$ cat config.mk
export PLATFORM = sky130hd
export DESIGN_NAME = swac_queue
export DESIGN_NICKNAME = d
export VERILOG_FILES = /design/src/sv/swac_pkg.sv /design/src/sv/swac_queue.sv
export SDC_FILE = /design/constraint.sdc
export NUM_CORES = 1
export LEC_CHECK = 0
export BUFFER_PORTS_ARGS = -buffer_cell sky130_fd_sc_hd__buf_4
export CAP_MARGIN = 15
export CORE_MARGIN = 2
export CORE_UTILIZATION = 44
export CTS_BUF_LIST = sky130_fd_sc_hd__clkbuf_2 sky130_fd_sc_hd__clkbuf_4 sky130_fd_sc_hd__clkbuf_8
export DETAILED_ROUTE_END_ITERATION = 6
export PLACE_DENSITY = 0.72
export REMOVE_ABC_BUFFERS = 1
export SLEW_MARGIN = 20
export SYNTH_ARGS = -nofsm -noshare
export SYNTH_HDL_FRONTEND = slang
export SYNTH_SLANG_ARGS = --single-unit
$ cat constraint.sdc
create_clock -name aclk -period 7.3 [get_ports aclk]
set_input_delay 1.46 -clock aclk [delete_from_list [all_inputs] [get_ports aclk]]
set_output_delay 1.46 -clock aclk [all_outputs]
set_load 0.005 [all_outputs]
$ cat src/sv/swac_pkg.sv
// ----------------------------------------------------------------------------
// swac_pkg: shared types and constants for the Sv39 walk and access checker
// Item structs, command and status codes, PTE flag positions, back-end states.
// ----------------------------------------------------------------------------
package swac_pkg;

    // default number of 512-word table pages held in memory
    localparam int TABLE_PAGES_DEFAULT = 8;

    // entries in the queue between front and back end
    localparam int QUEUE_DEPTH = 2;

    localparam int WORDS_PER_PAGE = 512;
    localparam int VPN_W          = 9;
    localparam int PFN_W          = 44;
    localparam int PFN_LSB        = 10;
    localparam int CFG_DATA_W     = 44;

    // command codes
    localparam logic [1:0] CMD_WRITE = 2'd0;
    localparam logic [1:0] CMD_READ  = 2'd1;
    localparam logic [1:0] CMD_WALK  = 2'd2;

    // result status codes
    localparam logic [2:0] ST_NOT_MAPPED = 3'd0;
    localparam logic [2:0] ST_OK         = 3'd1;
    localparam logic [2:0] ST_SWAP_OK    = 3'd2;
    localparam logic [2:0] ST_SWAP_WRO   = 3'd3;
    localparam logic [2:0] ST_WRO        = 3'd4;
    localparam logic [2:0] ST_BAD        = 3'd5;

    // configuration register indexes
    localparam logic CFG_MEM_BASE_PFN = 1'b0;
    localparam logic CFG_SWAP_BIT     = 1'b1;

    localparam logic [3:0] SWAP_BIT_RESET = 4'd8;

    // PTE flag positions
    localparam int PTE_V = 0;
    localparam int PTE_W = 2;
    localparam int PTE_A = 6;
    localparam int PTE_D = 7;

    typedef struct packed {
        logic [1:0]  cmd;
        logic [11:0] word_index;
        logic [63:0] word_value;
        logic [38:0] vaddr;
        logic [2:0]  root_page;
        logic        is_store;
    } in_item_t;

    typedef struct packed {
        logic [2:0]  status;
        logic [63:0] read_data;
    } out_item_t;

    // what the back end has to do with a queued item
    typedef enum logic [1:0] {
        KIND_WRITE,
        KIND_READ,
        KIND_WALK,
        KIND_RESP
    } kind_t;

    typedef struct packed {
        kind_t      kind;
        logic [2:0] imm_status;
        in_item_t   item;
    } queue_entry_t;

    typedef enum logic [2:0] {
        BK_IDLE,
        BK_READ_WAIT,
        BK_L2_WAIT,
        BK_L1_WAIT,
        BK_LEAF_WAIT,
        BK_DONE
    } back_state_t;

endpackage

$ cat src/sv/swac_queue.sv
// ----------------------------------------------------------------------------
// swac_queue: small FIFO between front and back end
// Register-based ring of classified items; head is visible while not empty.
// ----------------------------------------------------------------------------
module swac_queue (
    input  logic                    aclk,
    input  logic                    aresetn,
    input  logic                    push,
    input  swac_pkg::queue_entry_t  push_entry,
    output logic                    full,
    input  logic                    pop,
    output logic                    empty,
    output swac_pkg::queue_entry_t  head
);

    localparam int DEPTH = swac_pkg::QUEUE_DEPTH;
    localparam int PTR_W = (DEPTH > 1) ? $clog2(DEPTH) : 1;
    localparam int CNT_W = $clog2(DEPTH + 1);

    swac_pkg::queue_entry_t entry_reg [DEPTH];
    logic [PTR_W-1:0] wr_ptr_reg, wr_ptr_next;
    logic [PTR_W-1:0] rd_ptr_reg, rd_ptr_next;
    logic [CNT_W-1:0] count_reg, count_next;

    assign full  = count_reg == CNT_W'(DEPTH);
    assign empty = count_reg == '0;
    assign head  = entry_reg[rd_ptr_reg];

    // pointer and fill count update
    always_comb begin
        wr_ptr_next = wr_ptr_reg;
        rd_ptr_next = rd_ptr_reg;
        count_next  = count_reg;
        if (push) begin
            wr_ptr_next = (wr_ptr_reg == PTR_W'(DEPTH - 1)) ? '0 : wr_ptr_reg + 1'b1;
        end
        if (pop) begin
            rd_ptr_next = (rd_ptr_reg == PTR_W'(DEPTH - 1)) ? '0 : rd_ptr_reg + 1'b1;
        end
        if (push && !pop) begin
            count_next = count_reg + 1'b1;
        end else if (pop && !push) begin
            count_next = count_reg - 1'b1;
        end
    end

    always_ff @(posedge aclk) begin
        if (!aresetn) begin
            wr_ptr_reg <= '0;
            rd_ptr_reg <= '0;
            count_reg  <= '0;
        end else begin
            wr_ptr_reg <= wr_ptr_next;
            rd_ptr_reg <= rd_ptr_next;
            count_reg  <= count_next;
        end
    end

    // entry storage, no reset
    always_ff @(posedge aclk) begin
        if (push) begin
            entry_reg[wr_ptr_reg] <= push_entry;
        end
    end

endmodule

==> metrics.log, run 1 <==
[metrics] outcome: finished, final reports clean
[metrics] dominant combinational cell family by area after synthesis: multiplexers
[metrics] CP Launch Type: flip-flop
[metrics] layout cells sized above 1: 61.7%
[metrics] CTS tree: yes
[metrics] Top cell by count, worst path: buf_4
[metrics] type of the worst setup path: flip-flop to primary output
[metrics] Synth warnings: 0
[metrics] # resized after CTS: 0
[metrics] share of the cycle needed by the critical path after routing: 52.7%
[metrics] Most Crowded Layer GR: met2
[metrics] WP buf/inv: 2
[metrics] Bufs on Longest Clock Path: 3
[metrics] nature of the critical path endpoint: primary output
[metrics] hold-fix buffers at CTS: 0
[metrics] setup skew after layout: 0.0126 ns
[metrics] Comb pwr share: 11.2%
[metrics] relative contribution of the clock network to total power: 35.7%
[metrics] power density relative to cell area: 261 nW/um^2
[metrics] Final setup violation count: 0
[metrics] first-pass GRT wire length: 26.6 mm
[metrics] Die Height: 151 um
[metrics] critical-path cell list: buf_4, mux2_2, buf_4
[metrics] # clock sinks: 257
[metrics] startpoint of the worst-slack reg-to-reg timing path: wr_ptr_reg
[metrics] most used cells in the layout excluding fill and tap cells: buf_4, edfxtp_1, mux2_2, clkbuf_8, mux2_4
[metrics] Max Cap Violations: 0
[metrics] full die area: 22700 um^2
[metrics] Detailed Place HPWL: 12.0 mm
[metrics] class of the tightest hold or removal check: flip-flop to flip-flop
[metrics] area fraction in compound gates after synthesis: 0.212%
[metrics] die span in x: 151 um
[metrics] post-route ant nets: 0
[metrics] Root Driver: clkbuf_8
[metrics] min Tclk post-route: 3.85 ns
[metrics] Initial Utilization: 44.9%
[metrics] vias post-DR: 4856
[metrics] Synth Area in Simple Gates: 0.582%
[metrics] arrival time worst endpoint: 2.39 ns
[metrics] hold wc startpoint: count_reg[1]
[metrics] leading cell type in the layout, fill and taps excluded: buf_4
[metrics] Worst-path clk slew: 0.06 ns
[metrics] mean instance size in the synthesized netlist: 22.9 um^2
[metrics] sequential share of the synthesized area: 81.0%
[metrics] slew at the pin closest to its max-slew limit: 1.01 ns
[metrics] vias per cell: 4.80
[metrics] signed area change from the synthesized netlist to the final layout: 32.1%
[metrics] number of register bits inferred by synthesis: 257
[metrics] Psw: 0.694 mW
[metrics] clock latency on the worst-skew pair: 0.52 ns
[metrics] final hold violations: 0
[metrics] met3 demand-to-capacity share in global routing: 5.82%
[metrics] count of different cell masters after synthesis: 18
[metrics] met1 track demand over resource: 17.7%
[metrics] cell count after synthesis: 414
[metrics] number of nets in the layout: 836
[metrics] met2 layer usage reported by global route: 26.4%
[metrics] pin count of the biggest net entering global routing: 77
[metrics] total congestion overflow: 0
[metrics] overall power consumption: 3.27 mW
[metrics] I/O pin count: 258
[metrics] highest-delay cell along the critical path: buf_4
[metrics] number of antenna violations at the first check in global routing: 1
[metrics] xor and xnor area share after synthesis: 0.278%
[metrics] Post CTS Setup Buffer Count: 0
[metrics] core region area: 21100 um^2
[metrics] Syn Std Cell Area: 9460 um^2
[metrics] maximum single-stage delay on the critical path: 0.67 ns
[metrics] overall routing resource usage: 15.2%
[metrics] drt total wl: 18.1 mm
[metrics] adder-cell share of the synthesized area: 0.132%
[metrics] unrepaired setup endpoints after global routing: no
[metrics] Peak Freq: 0.260 GHz
[metrics] fraction of synthesized area in multiplexers: 16.6%
[metrics] Net Sw Frac: 21.2%
[metrics] detailed-routing iteration count for the pre-antenna-repair pass: 4
[metrics] CTS buffer count: 41
[metrics] Routed wire per std cell: 17.9 um
[metrics] maximum fanout along the worst path: 51
[metrics] number of DRC violations after detailed routing: 0
[metrics] Seq pwr share: 53.0%
[metrics] Final Util: 59.3%
[metrics] number of global-route vias before repair: 5140
[metrics] cell internal power dissipation: 2.57 mW
[metrics] RD Place Congestion: 0.741
[metrics] input/output buffers: 257
[metrics] required time at the worst-slack endpoint: 5.84 ns
[metrics] IR Drop Worst-Case VDD: 0.161 mV
[metrics] Top Family by Delay on Critical Path: buffers and inverters
[metrics] floorplan row count: 53
[metrics] leakage power: 4.77 nW
[metrics] htree depth: 2
[metrics] flip-flop count of the largest register after layout: 252
[metrics] initial drt markers: 259
[metrics] worst slew margin relative to its limit: 32.8%
[metrics] final count of pins violating max slew: 0
==> cell families after synthesis <==
family / Yosys count
fa+ha+maj: 1
compound gates: 3
flops: 257
xor+xnor: 3
mux: 126
buf+inv: 15
simple gates: 9
==> cells in the mapped netlist, drive strengths merged <==
library cell	instances	share of area, %
edfxtp	252	80
dfxtp	5	1.1
a21boi	1	0.079
and2b	1	0.079
ha	1	0.13
and2	4	0.26
xnor2	1	0.093
o21a	1	0.079
or3	1	0.066
xor2	2	0.19
mux2	126	17
o21ai	1	0.053
nor2	1	0.040
buf	14	1.1
inv	1	0.040
nor2b	2	0.13
==> power groups by stage <==
stage | Clock (mW) | Sequential, mW | Combinational (mW)
6_report | 1.17 | 1.73 | 0.366
5_1_grt | 1.27 | 1.74 | 0.393
4_1_cts | 1.20 | 1.75 | 0.359
3_5_place_dp | 0 | 1.78 | 0.357
3_3_place_gp | 0 | 1.77 | 0.348
2_1_floorplan | 0 | 1.78 | 0.164
==> worst register-to-register path: stages (launching register included) <==
cell	delay [ns]
dfxtp_1	0.38
and2_4	0.63
buf_4	0.90
==> path summary, 6_finish.rpt <==
| check | end | slack (ns) | cells after the start |
|---|---|---|---|
| setup reg to reg | entry_reg[1][114] | 4.95 | 2 |
| hold reg to reg | count_reg[1] | 0.56 | 2 |
| setup / recovery | head[105] | 3.45 | 3 |
| hold / removal | count_reg[1] | 0.56 | 2 |
==> per-layer routing <==
metal  share of wire [%]  wire [um]  vias up
met3                 9.1       1640       22
met2                  51       9250      194
met5                   0          0        -
met1                  38       6960     2409
li1                    -          -     2231
met4                 1.5        267        0
==> layout make-up <==
type / count / area [um^2]
antenna: 1 / 2.50
clock buffer: 55 / 682
clock inverter: 19 / 111
fill: 1600 / 8590
inverter: 1 / 3.75
multi-input combinational: 142 / 1690
sequential: 257 / 7670
tap: 275 / 344
timing repair buffer: 262 / 1990
==> per-stage QoR <==
stage	std cells	setup TNS, ns	hold slack, ns	area (um^2)	setup WS, ns
floorplan	400	-35.72	0.474	9350	-0.282
global placement	936	0	0.487	11700	3.43
detailed placement	936	0	0.526	11700	3.38
CTS	1010	0	0.551	12500	2.80
global route	1011	0	0.569	12500	3.32
finish	1012	0	0.555	12500	3.45
Note: power is estimated with default switching activity, not from simulation.
==> run 2: changes to the inputs <==
--- a/config.mk
+++ b/config.mk
@@ -5,13 +5,14 @@
 export SDC_FILE = /design/constraint.sdc
 export NUM_CORES = 1
 export LEC_CHECK = 0
+export ABC_AREA = 1
 export BUFFER_PORTS_ARGS = -buffer_cell sky130_fd_sc_hd__buf_4
 export CAP_MARGIN = 15
 export CORE_MARGIN = 2
 export CORE_UTILIZATION = 44
 export CTS_BUF_LIST = sky130_fd_sc_hd__clkbuf_2 sky130_fd_sc_hd__clkbuf_4 sky130_fd_sc_hd__clkbuf_8
 export DETAILED_ROUTE_END_ITERATION = 6
-export PLACE_DENSITY = 0.72
+export PLACE_DENSITY = 0.69
 export REMOVE_ABC_BUFFERS = 1
 export SLEW_MARGIN = 20
 export SYNTH_ARGS = -nofsm -noshare
==> constraint.sdc (replaced) <==
create_clock -name aclk -period 3.7 [get_ports aclk]
set_input_delay 0.74 -clock aclk [delete_from_list [all_inputs] [get_ports aclk]]
set_output_delay 0.74 -clock aclk [all_outputs]
set_load 0.005 [all_outputs]
==> run 2 against run 1 <==
Global-route usage increased by 0.27 points. Clock skew increased by 0.0060 ns. Setup slack got worse by 2.6 ns. Final area unchanged. Critical endpoint is now head[36].
==> metrics.log, run 2 <==
[metrics] Net Sw Frac: 20.7%
[metrics] Peak Freq: 0.349 GHz
[metrics] Final setup violation count: 0
[metrics] RD Place Congestion: 0.778
[metrics] library cell with the highest instance count after synthesis: edfxtp_1
[metrics] fraction of synthesized cell area taken by the top area cell type: 79.9%
[metrics] min Tclk post-route: 2.86 ns
[metrics] share of the cycle needed by the critical path after routing: 77.4%
[metrics] total congestion overflow: 0
[metrics] footprint of the multi-input gates: 1670 um^2
[metrics] final count of pins violating max slew: 0
[metrics] post-route ant nets: 0
[metrics] CP Launch Type: flip-flop
[metrics] Psw: 1.30 mW
[metrics] worst slew margin relative to its limit: 50.9%
[metrics] Die Height: 151 um
[metrics] power density relative to cell area: 505 nW/um^2
[metrics] CTS tree: yes
[metrics] Seq pwr share: 54.2%
[metrics] detailed-routing iteration count for the pre-antenna-repair pass: 4
[metrics] leading cell type in the layout, fill and taps excluded: buf_4
[metrics] htree depth: 2
[metrics] critical-path cell list: buf_12, mux2_2, buf_4
[metrics] cell internal power dissipation: 5.01 mW
[metrics] largest cells by area after synthesis: edfxtp_1, mux2_2, mux2_4, dfxtp_1, buf_6
[metrics] fillers: 1567
[metrics] leakage power: 4.80 nW
[metrics] hold wc startpoint: push_entry[81]
[metrics] Synth warnings: 0
[metrics] flip-flop count of the largest register after layout: 252
[metrics] slew at the pin closest to its max-slew limit: 0.737 ns
[metrics] signed area change from the synthesized netlist to the final layout: 31.9%
[metrics] number of nets in the layout: 850
[metrics] floorplan row count: 53
[metrics] nature of the critical path endpoint: primary output
[metrics] drt total wl: 18.3 mm
[metrics] layout cells sized above 1: 60.9%
[metrics] outcome: finished, final reports clean
[metrics] IR Drop Worst-Case VDD: 0.335 mV
[metrics] number of DRC violations after detailed routing: 0
[metrics] arrival time worst endpoint: 2.12 ns
[metrics] number of register bits inferred by synthesis: 257
[metrics] required time at the worst-slack endpoint: 2.96 ns
[metrics] # resized after CTS: 0
[metrics] vias per cell: 4.78
[metrics] leading post-synthesis cells by instance count: edfxtp_1, mux2_2, mux2_4
[metrics] most used cells in the layout excluding fill and tap cells: buf_4, edfxtp_1, mux2_2, clkbuf_8, mux2_4
[metrics] sequential share of the synthesized area: 81.0%
[metrics] vias post-DR: 4872
[metrics] pin count of the biggest net entering global routing: 127
[metrics] setup skew after layout: 0.0186 ns
[metrics] count of different cell masters after synthesis: 14
[metrics] initial drt markers: 233
[metrics] Worst-path clk slew: 0.06 ns
[metrics] overall routing resource usage: 15.5%
[metrics] Root Driver: clkbuf_8
[metrics] number of global-route vias before repair: 5201
[metrics] overall power consumption: 6.31 mW
[metrics] full die area: 22700 um^2
[metrics] Syn Std Cell Area: 9470 um^2
[metrics] cell count after synthesis: 427
[metrics] type of the worst setup path: flip-flop to primary output
[metrics] dominant cell type by area after synthesis: edfxtp_1
[metrics] proportion of register bits with asynchronous set or reset after synthesis: 0%
[metrics] # clock sinks: 257
[metrics] register area: 7670 um^2
[metrics] Routed wire per std cell: 17.9 um
[metrics] unrepaired setup endpoints after global routing: no
[metrics] clock latency on the worst-skew pair: 0.53 ns
[metrics] startpoint of the worst-slack reg-to-reg timing path: wr_ptr_reg
[metrics] Detailed Place HPWL: 11.9 mm
[metrics] CTS buffer count: 41
[metrics] Max Cap Violations: 0
[metrics] number of standard cells in the layout, taps in and fillers out: 1020
[metrics] first-pass GRT wire length: 26.8 mm
[metrics] hold-fix buffers at CTS: 0
[metrics] number of antenna violations at the first check in global routing: 0
[metrics] class of the tightest hold or removal check: input port to flip-flop
[metrics] number of cells in the design after placement: 951
[metrics] highest-delay cell along the critical path: dfxtp_4
[metrics] relative contribution of the clock network to total power: 35.4%
[metrics] number of flops mapped to enable cells by yosys: 252
[metrics] Bufs on Longest Clock Path: 3
[metrics] Post CTS Setup Buffer Count: 0
[metrics] Initial Utilization: 44.9%
[metrics] final hold violations: 0
[metrics] die span in x: 151 um
[metrics] maximum single-stage delay on the critical path: 0.64 ns
[metrics] antenna fix cells: 0
[metrics] mean instance size in the synthesized netlist: 22.2 um^2
[metrics] maximum fanout along the worst path: 56
[metrics] I/O pin count: 258
[metrics] core region area: 21100 um^2
[metrics] most instantiated flip-flop cell in the synthesis netlist: edfxtp_1
[metrics] input/output buffers: 257
[metrics] Comb pwr share: 10.4%
run 2: cell count changes after synthesis, moves of 2 or more:
cell     change
and2_1       -4
inv_1        +7
nand2_1      +8
nor2_1       +8
nor2b_1      -2
xor2_1       -2
run 2: power groups by stage:
| stage | Clock, mW | Combinational (mW) | Sequential, mW |
|---|---|---|---|
| floorplan | 0 | 0.282 | 3.51 |
| global route | 2.44 | 0.709 | 3.43 |
| global placement | 0 | 0.653 | 3.47 |
| CTS | 2.31 | 0.669 | 3.42 |
| finish | 2.23 | 0.657 | 3.42 |
| detailed placement | 0 | 0.666 | 3.48 |
run 2: final timing paths:
path,end,slack [ns],cells past startpoint
hold / removal,entry_reg[0][81],0.40,1
setup / recovery,head[36],0.84,3
hold reg to reg,rd_ptr_reg,0.53,2
setup reg to reg,entry_reg[1][109],2.04,3
run 2: kinds of logic (layout without fill, tap and decap cells):
| family | count (synthesis) | count (layout) | share of synthesized area, % |
|---|---|---|---|
| multiplexers | 126 | 126 | 16.6 |
| buffers and inverters | 22 | 340 | 1.45 |
| flip-flops | 257 | 257 | 81.0 |
| AO/OA/AOI/OAI | 2 | 2 | 0.106 |
| AND/OR/NAND/NOR | 19 | 19 | 0.793 |
| adder cells (fa/ha/maj) | 1 | 1 | 0.132 |
run 2: area by class of cell:
cell class	count	area share [%]
inverter	8	0.260
clock buffer	61	5.82
sequential	257	61.4
timing repair buffer	263	16.1
tap	275	2.75
multi-input combinational	148	13.4
clock inverter	8	0.270
run 2: through the flow:
step                instance area, um^2  worst slack [ns]  hold slack (ns)  utilization [%]  setup TNS [ns]
finish                            12500             0.835            0.397             59.3               0
global route                      12500             0.691            0.362             59.3               0
CTS                               12500             0.787            0.361             59.3               0
detailed placement                11700              1.34            0.490             55.6               0
global placement                  11700              1.37            0.479             55.6               0
floorplan                          9360             -2.97            0.463                -         -523.52
run 2: critical path, delay by kind of cell, from the launching register on:
family / cells / cell delay [ns]
flops: 1 / 0.64
buf+inv: 2 / 0.49
mux: 1 / 0.40
run 2: per-layer routing:
layer  vias to the layer above  share of wire, %  GRT usage (%)
li1                       2262                 -              -
met1                      2352                39           18.6
met2                       220                49           25.1
met3                        38                10           6.39
met4                         0               2.5           5.79
met5                         -                 0              0
